### src/rtl/bfb_pkg.sv
// Package for the blind radio frame builder: command word type, frame constants,
// CRC and channel helper functions. No dependencies.
package bfb_pkg;

  localparam int FRAME_BYTES_DEF = 32;
  localparam int QDEPTH = 4;
  localparam int QPTR_W = $clog2(QDEPTH);
  localparam int QCNT_W = $clog2(QDEPTH + 1);
  localparam int BIDX_W = 5;

  localparam logic [1:0] FMT_CMD = 2'd0;
  localparam logic [1:0] FMT_GROUP = 2'd1;
  localparam logic [1:0] FMT_DUP = 2'd2;
  localparam logic [1:0] FMT_NONE = 2'd3;

  localparam logic [15:0] CRC_POLY = 16'h755B;
  localparam logic [15:0] CRC_INIT = 16'hFFFF;
  localparam logic [7:0] PREAMBLE_BYTE = 8'h55;
  localparam logic [7:0] SYNC_BYTE = 8'hC0;
  localparam logic [7:0] CMD_LEN_BASE = 8'h10;

  localparam logic [BIDX_W-1:0] CMD_FIXED_LEN = 5'd20;
  localparam logic [BIDX_W-1:0] GROUP_LEN = 5'd14;
  localparam logic [BIDX_W-1:0] DUP_LEN = 5'd22;
  localparam logic [BIDX_W-1:0] CMD_HEAD_LEN = 5'd14;

  typedef struct packed {
    logic [1:0] frame_format;
    logic [7:0] remote_byte_0;
    logic [7:0] remote_byte_1;
    logic [7:0] remote_byte_2;
    logic [7:0] remote_byte_3;
    logic [5:0] channel_mask;
    logic [7:0] action_code;
    logic [7:0] random_first;
    logic [7:0] random_second;
  } item_t;

  typedef struct packed {
    logic  valid;
    item_t item;
  } q_out_t;

  function automatic logic [15:0] crc_byte(input logic [15:0] crc, input logic [7:0] b);
    logic [15:0] c;
    c = crc ^ {b, 8'h00};
    for (int i = 0; i < 8; i++) begin
      c = c[15] ? ({c[14:0], 1'b0} ^ CRC_POLY) : {c[14:0], 1'b0};
    end
    return c;
  endfunction

  function automatic logic [2:0] lowest_ch(input logic [5:0] mask);
    logic [2:0] ch;
    ch = 3'd0;
    for (int i = 5; i >= 0; i--) begin
      if (mask[i]) begin
        ch = 3'(i + 1);
      end
    end
    return ch;
  endfunction

  function automatic logic [2:0] chan_count(input logic [5:0] mask);
    logic [2:0] n;
    n = 3'd0;
    for (int i = 0; i < 6; i++) begin
      n = n + {2'b00, mask[i]};
    end
    return n;
  endfunction

endpackage

### src/rtl/bfb_cmd_queue.sv
// Command queue of the frame builder: a small synchronous memory of command words
// with a registered read port feeding a one-word prefetch stage. Uses bfb_pkg.
module bfb_cmd_queue (
  input  logic           clk,
  input  logic           rst_n,
  input  logic           push,
  input  bfb_pkg::item_t push_item,
  output logic           full,
  input  logic           take,
  output bfb_pkg::q_out_t q_out
);

  bfb_pkg::item_t mem [bfb_pkg::QDEPTH];

  logic [bfb_pkg::QPTR_W-1:0] wr_ptr_r, wr_ptr_nxt;
  logic [bfb_pkg::QPTR_W-1:0] rd_ptr_r, rd_ptr_nxt;
  logic [bfb_pkg::QCNT_W-1:0] cnt_r, cnt_nxt;
  logic                       pf_valid_r, pf_valid_nxt;
  bfb_pkg::item_t             pf_item_r;
  logic                       read_en;

  assign full = (cnt_r == bfb_pkg::QCNT_W'(bfb_pkg::QDEPTH));
  assign read_en = (cnt_r != '0) && (!pf_valid_r || take);

  always_comb begin
    wr_ptr_nxt = push ? wr_ptr_r + 1'b1 : wr_ptr_r;
    rd_ptr_nxt = read_en ? rd_ptr_r + 1'b1 : rd_ptr_r;
    cnt_nxt = cnt_r + bfb_pkg::QCNT_W'(push) - bfb_pkg::QCNT_W'(read_en);
    if (read_en) begin
      pf_valid_nxt = 1'b1;
    end else if (take) begin
      pf_valid_nxt = 1'b0;
    end else begin
      pf_valid_nxt = pf_valid_r;
    end
  end

  always_ff @(posedge clk) begin
    if (push) begin
      mem[wr_ptr_r] <= push_item;
    end
    if (read_en) begin
      pf_item_r <= mem[rd_ptr_r];
    end
  end

  always_ff @(posedge clk) begin
    if (!rst_n) begin
      wr_ptr_r <= '0;
      rd_ptr_r <= '0;
      cnt_r <= '0;
      pf_valid_r <= 1'b0;
    end else begin
      wr_ptr_r <= wr_ptr_nxt;
      rd_ptr_r <= rd_ptr_nxt;
      cnt_r <= cnt_nxt;
      pf_valid_r <= pf_valid_nxt;
    end
  end

  assign q_out.valid = pf_valid_r;
  assign q_out.item = pf_item_r;

endmodule

### src/rtl/blind_radio_frame_builder_unit.sv
// Top level of the blind radio frame builder: command queue plus the byte-serial
// frame generator with a running CRC. Uses bfb_pkg and bfb_cmd_queue.
//
//   channel | direction | handshake          | word
//   in_     | input     | in_valid/in_stall  | one blind command
//   out_    | output    | out_valid/out_stall| one frame byte, last and reject flags
//
// A frame is FRAME_BYTES words, one per cycle unless the output stalls; a rejected
// command gives one word. The byte generator sets the rate; frames run back to back.
// Commands wait in a four-word queue memory with a registered read. Reset is
// synchronous and clears the queue, the generator flags and the output valid flag.
// A stall on the output holds the current word; input stalls only when the queue is full.
module blind_radio_frame_builder_unit #(
  parameter int FRAME_BYTES = bfb_pkg::FRAME_BYTES_DEF
) (
  input  logic       clk,
  input  logic       rst_n,
  input  logic       in_valid,
  output logic       in_stall,
  input  logic [1:0] in_frame_format,
  input  logic [7:0] in_remote_byte_0,
  input  logic [7:0] in_remote_byte_1,
  input  logic [7:0] in_remote_byte_2,
  input  logic [7:0] in_remote_byte_3,
  input  logic [5:0] in_channel_mask,
  input  logic [7:0] in_action_code,
  input  logic [7:0] in_random_first,
  input  logic [7:0] in_random_second,
  output logic       out_valid,
  input  logic       out_stall,
  output logic [7:0] out_frame_byte,
  output logic       out_frame_last,
  output logic       out_rejected
);

  localparam int POS_W = $clog2(FRAME_BYTES);
  localparam logic [POS_W-1:0] LAST_POS = POS_W'(FRAME_BYTES - 1);

  bfb_pkg::item_t  in_item;
  bfb_pkg::q_out_t q_out;
  logic            q_full;
  logic            take;

  bfb_pkg::item_t   cur_r, cur_nxt;
  logic             busy_r, busy_nxt;
  logic             rej_r, rej_nxt;
  logic [POS_W-1:0] pos_r, pos_nxt;
  logic [POS_W-1:0] pad_r, pad_nxt;
  logic [POS_W-1:0] blen_r, blen_nxt;
  logic [2:0]       kcnt_r, kcnt_nxt;
  logic [5:0]       rem_r, rem_nxt;
  logic [15:0]      crc_r, crc_nxt;

  logic             out_valid_r, out_valid_nxt;
  logic [7:0]       out_byte_r, out_byte_nxt;
  logic             out_last_r, out_last_nxt;
  logic             out_rej_r, out_rej_nxt;

  logic             adv;
  logic             finishing;
  logic [POS_W-1:0] j;
  logic [bfb_pkg::BIDX_W-1:0] jb;
  logic [bfb_pkg::BIDX_W-1:0] ch_end;
  logic [bfb_pkg::BIDX_W-1:0] tail_idx;
  logic [7:0]       body_b;
  logic             ch_slot;

  logic [1:0]       ld_fmt;
  logic [5:0]       ld_mask;
  logic             ld_rej;
  logic [2:0]       ld_k;
  logic [POS_W-1:0] ld_blen;
  logic [POS_W:0]   ld_pad;

  assign in_item.frame_format = in_frame_format;
  assign in_item.remote_byte_0 = in_remote_byte_0;
  assign in_item.remote_byte_1 = in_remote_byte_1;
  assign in_item.remote_byte_2 = in_remote_byte_2;
  assign in_item.remote_byte_3 = in_remote_byte_3;
  assign in_item.channel_mask = in_channel_mask;
  assign in_item.action_code = in_action_code;
  assign in_item.random_first = in_random_first;
  assign in_item.random_second = in_random_second;

  assign in_stall = q_full;

  bfb_cmd_queue u_queue (
    .clk       (clk),
    .rst_n     (rst_n),
    .push      (in_valid && !q_full),
    .push_item (in_item),
    .full      (q_full),
    .take      (take),
    .q_out     (q_out)
  );

  assign adv = busy_r && (!out_valid_r || !out_stall);
  assign finishing = rej_r || (pos_r == LAST_POS);
  assign take = q_out.valid && (!busy_r || (adv && finishing));

  assign j = pos_r - pad_r;
  assign jb = bfb_pkg::BIDX_W'(j);
  assign ch_end = bfb_pkg::CMD_HEAD_LEN + {2'b00, kcnt_r};
  assign tail_idx = jb - ch_end;
  assign ch_slot = (cur_r.frame_format == bfb_pkg::FMT_CMD) &&
                   (jb >= bfb_pkg::CMD_HEAD_LEN) && (jb < ch_end);

  always_comb begin
    body_b = 8'h00;
    case (cur_r.frame_format)
      bfb_pkg::FMT_CMD: begin
        if (jb < bfb_pkg::CMD_HEAD_LEN) begin
          case (jb)
            5'd0: body_b = cur_r.remote_byte_0;
            5'd1: body_b = cur_r.remote_byte_1;
            5'd2: body_b = bfb_pkg::SYNC_BYTE;
            5'd3: body_b = bfb_pkg::CMD_LEN_BASE + {5'b00000, kcnt_r};
            5'd4: body_b = 8'h00;
            5'd5: body_b = 8'h05;
            5'd6: body_b = cur_r.random_first;
            5'd7: body_b = 8'hFF;
            5'd8: body_b = 8'hFF;
            5'd9: body_b = cur_r.remote_byte_2;
            5'd10: body_b = cur_r.remote_byte_3;
            5'd11: body_b = 8'h86;
            5'd12: body_b = 8'h06;
            5'd13: body_b = cur_r.random_second;
            default: body_b = 8'h00;
          endcase
        end else if (ch_slot) begin
          body_b = {5'b00000, bfb_pkg::lowest_ch(rem_r)};
        end else begin
          case (tail_idx)
            5'd0: body_b = 8'h00;
            5'd1: body_b = cur_r.remote_byte_2;
            5'd2: body_b = cur_r.remote_byte_3;
            5'd3: body_b = 8'h52;
            5'd4: body_b = cur_r.action_code;
            default: body_b = 8'h00;
          endcase
        end
      end
      bfb_pkg::FMT_GROUP: begin
        case (jb)
          5'd0: body_b = cur_r.remote_byte_0;
          5'd1: body_b = cur_r.remote_byte_1;
          5'd2: body_b = bfb_pkg::SYNC_BYTE;
          5'd3: body_b = 8'h0A;
          5'd4: body_b = 8'h40;
          5'd5: body_b = 8'h05;
          5'd6: body_b = cur_r.random_first;
          5'd7: body_b = 8'hFF;
          5'd8: body_b = 8'hFF;
          5'd9: body_b = cur_r.remote_byte_2;
          5'd10: body_b = cur_r.remote_byte_3;
          5'd11: body_b = 8'h08;
          5'd12: body_b = {5'b00000, bfb_pkg::lowest_ch(cur_r.channel_mask)};
          5'd13: body_b = cur_r.action_code;
          default: body_b = 8'h00;
        endcase
      end
      default: begin
        case (jb)
          5'd0: body_b = 8'hFF;
          5'd1: body_b = 8'hFF;
          5'd2: body_b = bfb_pkg::SYNC_BYTE;
          5'd3: body_b = 8'h12;
          5'd4: body_b = 8'h80;
          5'd5: body_b = 8'h0D;
          5'd6: body_b = cur_r.random_first;
          5'd7: body_b = 8'hFF;
          5'd8: body_b = 8'hFF;
          5'd9: body_b = 8'h06;
          5'd10: body_b = 8'h03;
          5'd11: body_b = 8'h20;
          5'd12: body_b = 8'h05;
          5'd13: body_b = 8'h12;
          5'd14: body_b = 8'h03;
          5'd15: body_b = 8'hAC;
          5'd16: body_b = 8'h56;
          5'd17: body_b = cur_r.remote_byte_1;
          5'd18: body_b = cur_r.remote_byte_0;
          5'd19: body_b = cur_r.remote_byte_2;
          5'd20: body_b = cur_r.remote_byte_3;
          5'd21: body_b = 8'hC8;
          default: body_b = 8'h00;
        endcase
      end
    endcase
  end

  always_comb begin
    ld_fmt = q_out.item.frame_format;
    ld_mask = q_out.item.channel_mask;
    ld_rej = (ld_fmt == bfb_pkg::FMT_NONE) ||
             ((ld_fmt != bfb_pkg::FMT_DUP) && (ld_mask == 6'd0));
    ld_k = bfb_pkg::chan_count(ld_mask);
    case (ld_fmt)
      bfb_pkg::FMT_CMD: ld_blen = POS_W'(bfb_pkg::CMD_FIXED_LEN + {2'b00, ld_k});
      bfb_pkg::FMT_GROUP: ld_blen = POS_W'(bfb_pkg::GROUP_LEN);
      default: ld_blen = POS_W'(bfb_pkg::DUP_LEN);
    endcase
    ld_pad = (POS_W + 1)'(FRAME_BYTES) - {1'b0, ld_blen} - (POS_W + 1)'(2);
  end

  always_comb begin
    cur_nxt = cur_r;
    busy_nxt = busy_r;
    rej_nxt = rej_r;
    pos_nxt = pos_r;
    pad_nxt = pad_r;
    blen_nxt = blen_r;
    kcnt_nxt = kcnt_r;
    rem_nxt = rem_r;
    crc_nxt = crc_r;
    out_valid_nxt = out_valid_r && out_stall;
    out_byte_nxt = out_byte_r;
    out_last_nxt = out_last_r;
    out_rej_nxt = out_rej_r;

    if (adv) begin
      out_valid_nxt = 1'b1;
      out_rej_nxt = rej_r;
      out_last_nxt = finishing;
      pos_nxt = pos_r + 1'b1;
      if (finishing) begin
        busy_nxt = 1'b0;
      end
      if (rej_r) begin
        out_byte_nxt = 8'h00;
      end else if (pos_r < pad_r) begin
        out_byte_nxt = bfb_pkg::PREAMBLE_BYTE;
      end else if (j < blen_r) begin
        out_byte_nxt = body_b;
        crc_nxt = bfb_pkg::crc_byte(crc_r, body_b);
        if (ch_slot) begin
          rem_nxt = rem_r & (rem_r - 6'd1);
        end
      end else if (j == blen_r) begin
        out_byte_nxt = crc_r[15:8];
      end else begin
        out_byte_nxt = crc_r[7:0];
      end
    end

    if (take) begin
      cur_nxt = q_out.item;
      busy_nxt = 1'b1;
      rej_nxt = ld_rej;
      pos_nxt = '0;
      pad_nxt = POS_W'(ld_pad);
      blen_nxt = ld_blen;
      kcnt_nxt = ld_k;
      rem_nxt = ld_mask;
      crc_nxt = bfb_pkg::CRC_INIT;
    end
  end

  always_ff @(posedge clk) begin
    cur_r <= cur_nxt;
    pos_r <= pos_nxt;
    pad_r <= pad_nxt;
    blen_r <= blen_nxt;
    kcnt_r <= kcnt_nxt;
    rem_r <= rem_nxt;
    crc_r <= crc_nxt;
    out_byte_r <= out_byte_nxt;
    out_last_r <= out_last_nxt;
    out_rej_r <= out_rej_nxt;
  end

  always_ff @(posedge clk) begin
    if (!rst_n) begin
      busy_r <= 1'b0;
      rej_r <= 1'b0;
      out_valid_r <= 1'b0;
    end else begin
      busy_r <= busy_nxt;
      rej_r <= rej_nxt;
      out_valid_r <= out_valid_nxt;
    end
  end

  assign out_valid = out_valid_r;
  assign out_frame_byte = out_byte_r;
  assign out_frame_last = out_last_r;
  assign out_rejected = out_rej_r;

endmodule

### config.mk
export PLATFORM = sky130hd
export DESIGN_NAME = blind_radio_frame_builder_unit
export DESIGN_NICKNAME = d
export VERILOG_FILES = /design/src/rtl/bfb_pkg.sv /design/src/rtl/bfb_cmd_queue.sv /design/src/rtl/blind_radio_frame_builder_unit.sv
export SDC_FILE = /design/constraint.sdc
export NUM_CORES = 1
export LEC_CHECK = 0
export ABC_AREA = 1
export BUFFER_PORTS_ARGS = -buffer_cell sky130_fd_sc_hd__buf_2
export CAP_MARGIN = 20
export CORE_MARGIN = 2
export CORE_UTILIZATION = 30
export CTS_BUF_LIST = sky130_fd_sc_hd__clkbuf_4 sky130_fd_sc_hd__clkbuf_8
export CTS_CLUSTER_DIAMETER = 120
export DETAILED_ROUTE_END_ITERATION = 7
export PLACE_DENSITY = 0.44
export SLEW_MARGIN = 20
export SYNTH_ARGS = -nofsm -noshare
export SYNTH_HDL_FRONTEND = slang
export SYNTH_SLANG_ARGS = --single-unit
### constraint.sdc
create_clock -name clk -period 9.6 [get_ports clk]
set_clock_uncertainty 0.05 [all_clocks]
set_input_delay 0.96 -clock clk [delete_from_list [all_inputs] [get_ports clk]]
set_output_delay 0.96 -clock clk [all_outputs]
set_load 0.01 [all_outputs]
Word level (Yosys, flattened, before mapping)
Memories as Yosys holds them, arrays and structs flattened. A register that Yosys moved wholly into a read port is not among the register bits.
Cells that the tools add are included.
- muxes and demuxes: 45
- $mul: 0
- div/mod/pow operators: 0
- $add $sub $neg: 18
- order comparisons: 5
- reductions and logical operators: 37
- shift operators: 0
- equal/unequal tests: 34
- bitwise gates (word level): 12
- operators by type and width (cell ; count):
    $pmux W8 S17 ; 1
    $mux W15 ; 8
    $pmux W8 S13 ; 1
    $pmux W8 S12 ; 1
    $not A10 Y10 ; 8
    $eq A5 B4 Y1 const B ; 8
    $mux W3 ; 12
    $mux W6 ; 6
    $eq A5 B5 Y1 const B ; 7
    $mux W8 ; 4
    $pmux W8 S4 ; 1
    $eq A5 B3 Y1 const B ; 5
    $eq A5 B2 Y1 const B ; 4
    $pmux W8 S2 ; 1
    $xor A16 B16 Y16 ; 1
    $lt A5 B5 Y1 ; 3
    $add A3 B1 Y3 ; 4
    $eq A5 B1 Y1 const B ; 2
    $pmux W5 S2 ; 1
    $reduce_bool A2 Y1 ; 5
    $sub A5 B5 Y5 ; 2
    $logic_and A1 B1 Y1 ; 9
    $mux W1 ; 8
    $reduce_or A2 Y1 ; 4
    32 further kinds ; 45
- bits of input ports: 68
- bits in latches: 0
- RAM bits: 256
- register bits after elaboration: 125
- memories: 1
- output and inout port bits: 12
- bits in read-only memories: 0
- logic and storage cells: 178
- memories (memory ; words ; bits a word ; rd ports ; clocked after memory_dff ; wr ports ; line ; source):
    u_queue.mem ; 4 ; 64 ; 1 ; 1 ; 1 ; bfb_cmd_queue.sv:13 ; bfb_pkg::item_t mem [bfb_pkg::QDEPTH];

Longest topological paths before layout
Gate-level depths: netlist (run 1).
- depth in word-level cells: 26
- depth in mapped cells: 36
- gate-level depth less buffers: 35

Modules after synthesis
From an unflattened synthesis (run 1), not the netlist that was laid out.
- cells, all modules: 1713
- area total of the unflattened synthesis: 19282.2 µm²
- by module, submodules not included (module ; cells an instance ; area an instance (µm²) ; instances):
    bfb_cmd_queue ; 745 ; 11870.1 ; 1
    blind_radio_frame_builder_unit ; 968 ; 7412.1 ; 1

Worst setup path after synthesis (run 1)
Ideal clock, no wire load.
- path kind: input-to-reg
- from: in in_valid
- to: mem u_queue.mem[0][0] in the netlist's numbering, enable pin
- slack: 5227 ps
- path buffers: 0
- cell stages on the path: 2
- data arrival time: 3836 ps
- setup time: 487 ps
- data required time: 9063 ps
- cells stage by stage: o21ai_1 nor2_1
- word-level cells in the longest chain between the ends: 3
- ends and longest elaborated chain (what ; line ; source):
    start, declared ; blind_radio_frame_builder_unit.sv:18 ; input logic in_valid,
    $logic_and A1 B1 Y1 ; blind_radio_frame_builder_unit.sv:90 ; .push (in_valid && !q_full),
    $mux W1 ; bfb_cmd_queue.sv:39 ; if (push) begin
    $mux W1 (not written as such) ; bfb_cmd_queue.sv:40 ; mem[wr_ptr_r] <= push_item;
    end, declared ; bfb_cmd_queue.sv:13 ;
No other way between the ends.

Worst setup path in the final report (run 1)
- from: reg pos_r[0]
- to: reg crc_r[13]
- word-level cells in the longest chain between the ends: 20
- elaborated cells on any way between the ends: 70
- classes of those cells: add/sub (2); order compare (5); eq/ne (26); mux (15); bitwise (10); reduce/logical (12)
- ends and longest elaborated chain (what ; line ; source):
    start, declared ; blind_radio_frame_builder_unit.sv:47 ; logic [POS_W-1:0] pos_r, pos_nxt;
    start signal, assigned ; blind_radio_frame_builder_unit.sv:261 ; pos_r <= pos_nxt;
    $sub A5 B5 Y5 ; blind_radio_frame_builder_unit.sv:101 ; assign j = pos_r - pad_r;
    $sub A5 B5 Y5 / $ge A5 B4 Y1 (equally long branches) ; blind_radio_frame_builder_unit.sv:104, blind_radio_frame_builder_unit.sv:106 ;
    $eq A5 B3 Y1 (tied with other cells) ; blind_radio_frame_builder_unit.sv:133 ; case (tail_idx)
    $pmux W8 S4 / $logic_and A1 B1 Y1 (equally long branches) ; blind_radio_frame_builder_unit.sv:133, blind_radio_frame_builder_unit.sv:106 ;
    $mux W8 ; blind_radio_frame_builder_unit.sv:130 ; end else if (ch_slot) begin
    $mux W8 ; blind_radio_frame_builder_unit.sv:112 ; if (jb < bfb_pkg::CMD_HEAD_LEN) begin
    $pmux W8 S2 ; blind_radio_frame_builder_unit.sv:110 ; case (cur_r.frame_format)
    $xor A16 B16 Y16 ; bfb_pkg.sv:46 ; c = crc ^ {b, 8'h00};
    (+3 left out) ; - ;
    $mux W15 / $not A10 Y10 (equally long branches) (2 in a row) ; - ;
    $not A10 Y10 (no line) / $mux W15 (equally long branches) ; - ;
    $mux W15 ; bfb_pkg.sv:48 ; c = c[15] ? ({c[14:0], 1'b0} ^ CRC_POLY) : {c[14:0], 1'b0};
    $mux W15 / $not A10 Y10 (equally long branches) ; - ;
    $not A10 Y10 (no line) / $mux W15 (equally long branches) ; - ;
    $mux W15 ; bfb_pkg.sv:48 ;
    $not A10 Y10 (no line) ; - ;
    $mux W15 ; bfb_pkg.sv:48 ;
    end signal, assigned ; blind_radio_frame_builder_unit.sv:266 ; crc_r <= crc_nxt;
    end, declared ; blind_radio_frame_builder_unit.sv:52 ; logic [15:0] crc_r, crc_nxt;
Parallel ways exist; a longest one is shown, timed or not.
A chain may end at the register's enable or synchronous reset.

==> results.toml, run 1 <==
[status]
outcome = "complete, no violations"

[logic_synthesis]
synth_edf_count = 412
ys_async_sr_fraction_pct = 0
synth_area_sq_um = 19400
netlist.area_leader.share_pct = 63.6
synthDistinctLibCells = 46
ys_seq_area_share_pct = 66.9
syn_nets = 1807
ys_ff_latch = 444
ys_top_cells_by_count = "edfxtp_1 (412), nand2_1 (276), nor2_1 (216), o21ai_0 (170), nand3_1 (118)"
synthCells = 1706
synth.most_common_cell = "edfxtp_1"
yosys-top-cells-area = "edfxtp_1 (64%), nand2_1 (5.3%), o21ai_0 (4.4%)"
ys.warnings.count = 0
post-synth-top-area-cell = "edfxtp_1"
synth.avg_cell_area_sq_um = 11.4
synthFlopType = "edfxtp_1"

[global_route]
grt_max_degree = 79
grt-ovfl-total = 0
grt_pass1_vias = 12800
grt_pass1_wl_microns = 81000
grt_usage_pct = 16.2
antenna_found_initial = 2

[detailed_routing]
drtAntennaViolNets = 0
drtIter0Drc = 990
drc = 0
routed_wl_microns = 54300
wl_per_cell_microns = 19.8
first_pass_iters = 5
via_count = 13000
post_drt_via_cell_ratio = 4.77

[floorplanning]
coreArea_sq_um = 64200
die_y_microns = 259
die-area_sq_um = 66800
io_pins = 80
die_x_microns = 259
rows = 93
initial_core_util_pct = 30.3

[clock_network]
cts.sinks = 444
clockBufferDepth = 3
htreeDepth = 3
cts-resized-gates = 0
ctsHoldBuffers = 0
insertion_delay_ps = 680
post-cts-setup-buffer-count = 0
clk_pin_slew_ps = 70
cts-buffers-inserted = 78
root_buffer = "clkbuf_8"
cts_tree = "done"

[place]
dp_hpwl_microns = 36600
globalplace.congestion = 0.965
port-buffer-count = 79
place_area_sq_um = 20800

[worst_hold_path]
min_path_cells = 0
min_path_type = "reg2reg"
hold_end = "cur_r[40]"
hp-start = "u_queue.q_out[40]"

[critical_path]
endpoint_kind = "flip-flop"
r2r_end = "crc_r[13]"
cpMostUsedCell = "nand2_1"
slowest_delay_ps = 480
r2r_setup_slack_ps = 4350
cp.arrival_ps = 5750
r2r_start = "pos_r[0]"
cp.required_ps = 10110
rr_worst_depth = 31
start_kind = "flip-flop"
slowest_stage = "xnor2_4"
crit_fanout = 17
crit_type = "reg2reg"

[timing]
worst_pin_slew_ps = 1070
relSlewSlack_pct = 28.5
finalSetupViolations = 0
final-hold-violation-count = 0
timing.fmax_mhz = 191
min_period_over_period_pct = 54.7
period_needed_ps = 5250
drv_slew = 0
whs_ps = 348
rsz0062_at_grt = "false"
setup_tns_ps = 0

[final_layout]
final_net_count = 1923
design_area_sq_um = 22300
drive_gt1_share_pct = 16.5
syn2layout_area_growth_pct = 14.9

[job]
maxCapViolCount = 0
through the flow:
step	setup slack, ps	instances	util (%)
global route	3850	2735	34.8
CTS	4410	2733	34.8
global placement	4470	2597	32.4
detailed placement	4450	2597	32.4
finish	4350	2735	34.8
floorplan	5230	1706	-
worst max-delay path by stage:
stage / start / slack, ps / to / cells past startpoint
2_1_floorplan: in_valid / 5230 / u_queue.mem[0][0] / 2
3_3_place_gp: pos_r[0] / 4470 / crc_r[14] / 29
3_5_place_dp: pos_r[0] / 4450 / crc_r[13] / 31
4_1_cts: pos_r[0] / 4410 / crc_r[13] / 31
5_1_grt: pos_r[0] / 3850 / crc_r[13] / 31
6_report: pos_r[0] / 4350 / crc_r[13] / 31
worst max-delay path, delay by kind of cell, from the launching register on:
family | cells | cell delay, ps
buffers and inverters | 3 | 240
XOR/XNOR | 1 | 480
AO/OA/AOI/OAI | 2 | 340
AND/OR/NAND/NOR | 22 | 2590
adder cells (fa/ha/maj) | 3 | 1080
flip-flops | 1 | 380
area by class of cell:
cell class | count | area, sq um
Antenna cell | 2 | 5.00
Inverter | 115 | 435
Clock buffer | 104 | 1270
Fill cell | 6468 | 41900
Sequential cell | 444 | 13000
Multi-Input combinational cell | 1094 | 5800
Tap cell | 855 | 1070
Clock inverter | 32 | 255
Timing Repair Buffer | 89 | 470
cells in the final DEF (no fill, tap or decap), types with 18 or more instances in the layout:
cell type / Yosys / routed
o22ai_1: 64 / 64
o21ai_0: 170 / 170
buf_2: 5 / 79
nor2_1: 216 / 211
edfxtp_1: 412 / 412
inv_1: 107 / 105
ha_1: 27 / 27
nand2_1: 276 / 276
nand3_1: 118 / 118
nand4_1: 29 / 29
xor2_1: 18 / 18
dfxtp_1: 32 / 30
clkbuf_8: 0 / 78
clkbuf_4: 0 / 26
nand2_2: 29 / 29
a21oi_1: 50 / 50
kinds of logic (layout without fill, tap and decap cells):
kind of cell,Yosys count,count (layout),synth area share (%)
other,0,2,0
adders and majority gates,33,33,2.36
and+or+nand+nor,737,737,17.8
xor gates and xnor gates,22,22,1.09
AOI/OAI and AO/OA,302,302,8.40
DFF,444,444,66.9
buffers and inverters,168,340,3.39
per-layer routing:
metal,track usage [%],vias up,wire [microns],part of all wire (%)
li1,-,6300,-,-
met2,26.1,320,25600,47
met5,0,-,0,0
met3,2.61,104,2180,4.0
met1,21.5,6320,24400,45
met4,7.39,0,2090,3.8
flip-flops by register name, summed over array words and instances, names as in the netlist, 3 cells and up:
register        flops
out_frame_byte      8
pos_r               5
kcnt_r              3
blen_r              4
crc_r              16
u_queue.mem       256
pad_r               5
cur_r              64
u_queue.q_out      64
rem_r               6
u_queue.cnt_r       3
Power of run 1 is left out: the tool's default activity adds up to more than one toggle a clock period on the data nets, which glitch-free logic cannot reach.
==> run 2: changes to the inputs <==
- PLACE_DENSITY: 0.44 -> 0.45
- clock period: 9.6 -> 4.3 ns (I/O delays scaled with it)
==> run 2 against run 1 <==
Die area did not move. Wire length grew 0.62%. Sequential share of layout area fell by 5.3 points. Final area grew 10%. Via count is 4.7% higher.
==> results.toml, run 2 (synthesis gave the netlist of run 1 again) <==
[final_layout]
largest_reg_flops = 256
final_common_cell = "edfxtp_1"
drive_gt1_share_pct = 25.2
final_net_count = 2101
syn2layout_area_growth_pct = 26.4
layout_common_cells = "edfxtp_1 (412), nand2_1 (229), nor2_1 (207)"
regMostFlops = "u_queue.mem"

[clock_network]
cts.sinks = 444
htreeDepth = 3
cts_tree = "done"
root_buffer = "clkbuf_8"
clk_pin_slew_ps = 60
insertion_delay_ps = 650
clockBufferDepth = 3
cts-buffers-inserted = 78

[floorplanning]
coreArea_sq_um = 64200
die-area_sq_um = 66800
die_y_microns = 259
die_x_microns = 259
initial_core_util_pct = 30.3
io_pins = 80
rows = 93

[critical_path]
cp.buffers_inverters = 5
endpoint_kind = "flip-flop"
cpLargestDelayFamily = "simple AND/OR/NAND/NOR gates"
crit_type = "reg2reg"
cp.depth = 26
r2r_setup_slack_ps = 50
r2r_start = "pad_r[0]"
rr_worst_depth = 26
crit_fanout = 10
slowest_delay_ps = 500
start_kind = "flip-flop"
cp.required_ps = 4760
cp.arrival_ps = 4720
slowest_stage = "fa_2"
r2r_end = "crc_r[6]"

[place]
globalplace.congestion = 0.942
port-buffer-count = 79
dp_hpwl_microns = 36700

[timing]
setup_tns_ps = 0
finalSetupViolations = 0
worst_pin_slew_ps = 948
relSlewSlack_pct = 36.7
period_needed_ps = 4250
final-hold-violation-count = 0
drv_slew = 0
rsz0062_at_grt = "true"
timing.fmax_mhz = 235
min_period_over_period_pct = 98.9

[detailed_routing]
first_pass_iters = 5
post_drt_via_cell_ratio = 4.69
routed_wl_microns = 54600
drc = 0
via_count = 13700
drtAntennaViolNets = 0
wl_per_cell_microns = 18.8
drtIter0Drc = 856

[worst_hold_path]
hold_end = "u_queue.wr_ptr_r[0]"
min_path_cells = 3
min_path_type = "in2reg"
hp-start = "in_valid"

[global_route]
grt_pass1_vias = 13400
grt_pass1_wl_microns = 81000
grt-ovfl-total = 0
grt_usage_pct = 16.1
antenna_found_initial = 1
grt_max_degree = 85

[job]
maxCapViolCount = 0

[status]
outcome = "complete, no violations"
## run 2: cell count changes in the layout (fill, tap and decap cells not counted), moves of 4 or more
cell,previous run,this run
buf_12,0,6
nand2_2,29,44
nand2_4,12,42
o21ai_1,2,6
nand3_1,118,89
buf_4,10,111
xor2_1,18,13
nor2_4,11,15
nand3_4,0,9
dlygate4sd3_1,0,66
nor2_1,211,207
nand3_2,12,32
o21ai_0,170,166
nand2_1,276,229
## run 2: layout make-up
class	count	area, sq um
inverter	115	443
multi-input combinational	1094	6470
clock buffer	110	1330
tap	855	1070
antenna	1	2.50
fill	6320	39700
sequential	444	13000
timing repair buffer	267	2070
clock inverter	24	154
## run 2: tightest hold or removal path, delay by kind of cell
kind	cells	cell delay (ps)
buffers and inverters	1	70
AO/OA/AOI/OAI	2	380
## run 2: how the worst max path moves through the flow
stage,start,endpoint
2_1_floorplan,pos_r[0],crc_r[8]
3_3_place_gp,pad_r[0],crc_r[14]
3_5_place_dp,pad_r[0],crc_r[14]
4_1_cts,pad_r[0],crc_r[13]
5_1_grt,pad_r[0],crc_r[14]
6_report,pad_r[0],crc_r[6]
## run 2: metrics by stage
stage / instances / setup slack [ps] / hold slack (ps) / util (%) / area, sq um
6_report: 2910 / 45.5 / 216 / 38.3 / 24600
5_1_grt: 2910 / -216 / 199 / 38.3 / 24600
4_1_cts: 2885 / 1.18 / 348 / 36.9 / 23700
3_5_place_dp: 2685 / -54.0 / 355 / 33.5 / 21500
3_3_place_gp: 2685 / -25.8 / 353 / 33.5 / 21500
2_1_floorplan: 1706 / 66.5 / 350 / - / 19400
## run 2: repair_timing
action	in CTS	in global routing
hold buffers	66	0
cloned	0	1
resized for setup	6	156
hold endpoints to repair	260	0
setup endpoints to repair	13	15
setup buffers	0	22
pin swaps	2	78
## run 2: metal layers
layer	GRT usage, %	up-vias	part of all wire [%]
met4	5.27	0	2.2
met1	21.4	6618	46
met5	0	-	0
li1	-	6657	-
met3	2.73	77	4.0
met2	26.5	303	48
Power of run 2 is left out for the same reason.
==> run 3: changes to the inputs <==
- CORE_UTILIZATION: 30 -> 50
- GPL_ROUTABILITY_DRIVEN: unset -> 0
- PLACE_DENSITY: 0.45 -> 0.68
==> run 3 against run 2 <==
The flow now finishes with violations (design-rule violations). Fmax about the same. Critical path depth increased by 4. Core utilization increased by 22 points. Sequential share of layout area increased by 2.9 points. Cell count decreased by 14%. Non-clock buffer count decreased by 66. Register-to-register slack about the same. Count of clock-buffer cells in the layout decreased by 12. Wire length decreased by 15%. Die area decreased by 39%.
==> results.toml, run 3 (synthesis gave the netlist of run 1 again) <==
[clock_network]
root_buffer = "clkbuf_8"
htreeDepth = 3
cts-buffers-inserted = 73
cts_tree = "done"
clk_pin_slew_ps = 60
insertion_delay_ps = 630
cts.sinks = 444
clockBufferDepth = 3

[worst_hold_path]
hp-start = "rst_n"
min_path_type = "in2reg"
min_path_cells = 3
hold_end = "u_queue.cnt_r[0]"

[critical_path]
crit_type = "reg2reg"
slowest_stage = "fa_2"
rr_worst_depth = 30
r2r_setup_slack_ps = 50
cpMostUsedCell = "nand2_2"
slowest_delay_ps = 570
start_kind = "flip-flop"
endpoint_kind = "flip-flop"
cp.arrival_ps = 4720
crit_fanout = 6
cp.required_ps = 4760
r2r_end = "crc_r[8]"
r2r_start = "pad_r[0]"

[timing]
final-hold-violation-count = 0
min_period_over_period_pct = 99.0
period_needed_ps = 4250
relSlewSlack_pct = 30.1
drv_slew = 0
worst_pin_slew_ps = 1050
finalSetupViolations = 0
timing.fmax_mhz = 235
rsz0062_at_grt = "true"

[global_route]
use_met3_pct = 4.52
grt-ovfl-total = 0
antenna_found_initial = 0
grt_pass1_vias = 13400
top_usage_layer = "met2"
grt_usage_pct = 22.6
met2_usage_pct = 36.4
grt_pass1_wl_microns = 71000
gr-usage-met1_pct = 29.7
grt_max_degree = 103

[floorplanning]
io_pins = 80
coreArea_sq_um = 38500
die_x_microns = 201
die_y_microns = 201
die-area_sq_um = 40500
initial_core_util_pct = 50.5
rows = 72

[detailed_routing]
post_drt_via_cell_ratio = 5.53
wl_per_cell_microns = 18.7
routed_wl_microns = 46600
drtAntennaViolNets = 0
via_count = 13800
drc = 15
drtIter0Drc = 1316
first_pass_iters = 8

[place]
port-buffer-count = 79
dp_hpwl_microns = 29300

[status]
failed_checks = "design-rule violations"
outcome = "finished, violations left"

[final_layout]
final_util_pct = 60.6
final_net_count = 2030
diodes = 0
drive_gt1_share_pct = 21.7
largest_reg_flops = 256
final_common_cell = "edfxtp_1"
syn2layout_area_growth_pct = 19.9
regMostFlops = "u_queue.mem"
layout_common_cells = "edfxtp_1 (412), nand2_1 (237), nor2_1 (207)"

[job]
maxCapViolCount = 0
[run 3: metrics by stage]
stage                     hold WS, ps  setup WS [ps]  cells  cell area [sq um]  TNS (ps)
after global routing             75.1           -149   2493              23300     -1100
after floorplan                   350           66.5   1706              19400         0
final                            58.5           45.1   2493              23300         0
after detailed placement          355           10.0   2284              20600         0
after CTS                        18.1           22.8   2469              22600         0
after global placement            351           57.6   2284              20600         0
[run 3: cell type report]
cell class	instances	area (sq um)
fill	3081	15200
clock buffer	98	1200
sequential	444	13000
clock inverter	23	160
multi-input combinational	1094	6260
timing repair buffer	201	1570
tap	518	648
inverter	115	440
[run 3: layer usage]
layer,up-vias,wire length [microns],part of all wire [%]
met1,6564,19300,41
met4,0,1860,4.0
met3,151,3360,7.2
met5,-,0,0
li1,6493,-,-
met2,576,22100,47
[run 3: worst max-delay path by stage]
| stage | end | start | slack, ps |
|---|---|---|---|
| after floorplan | crc_r[8] | pos_r[0] | 70 |
| after global placement | crc_r[13] | pos_r[0] | 60 |
| after detailed placement | crc_r[9] | pos_r[0] | 10 |
| after CTS | crc_r[9] | pos_r[0] | 20 |
| after global routing | crc_r[13] | pad_r[0] | -150 |
| final | crc_r[8] | pad_r[0] | 50 |
[run 3: timing repair]
item	4_1_cts	5_1_grt
hold endpoints to repair	256	0
setup endpoints to repair	0	15
gates resized for setup	0	118
setup buffers	0	22
hold buffers	64	0
[run 3: critical path: cells and delay by family, from the launching register on]
kind	cells	cell delay [ps]
XOR/XNOR	1	140
adder cells (fa/ha/maj)	3	1110
AO/OA/AOI/OAI	1	80
buffers and inverters	5	510
AND/OR/NAND/NOR	20	1850
flip-flops	1	400
Power of run 3 is left out for the same reason.
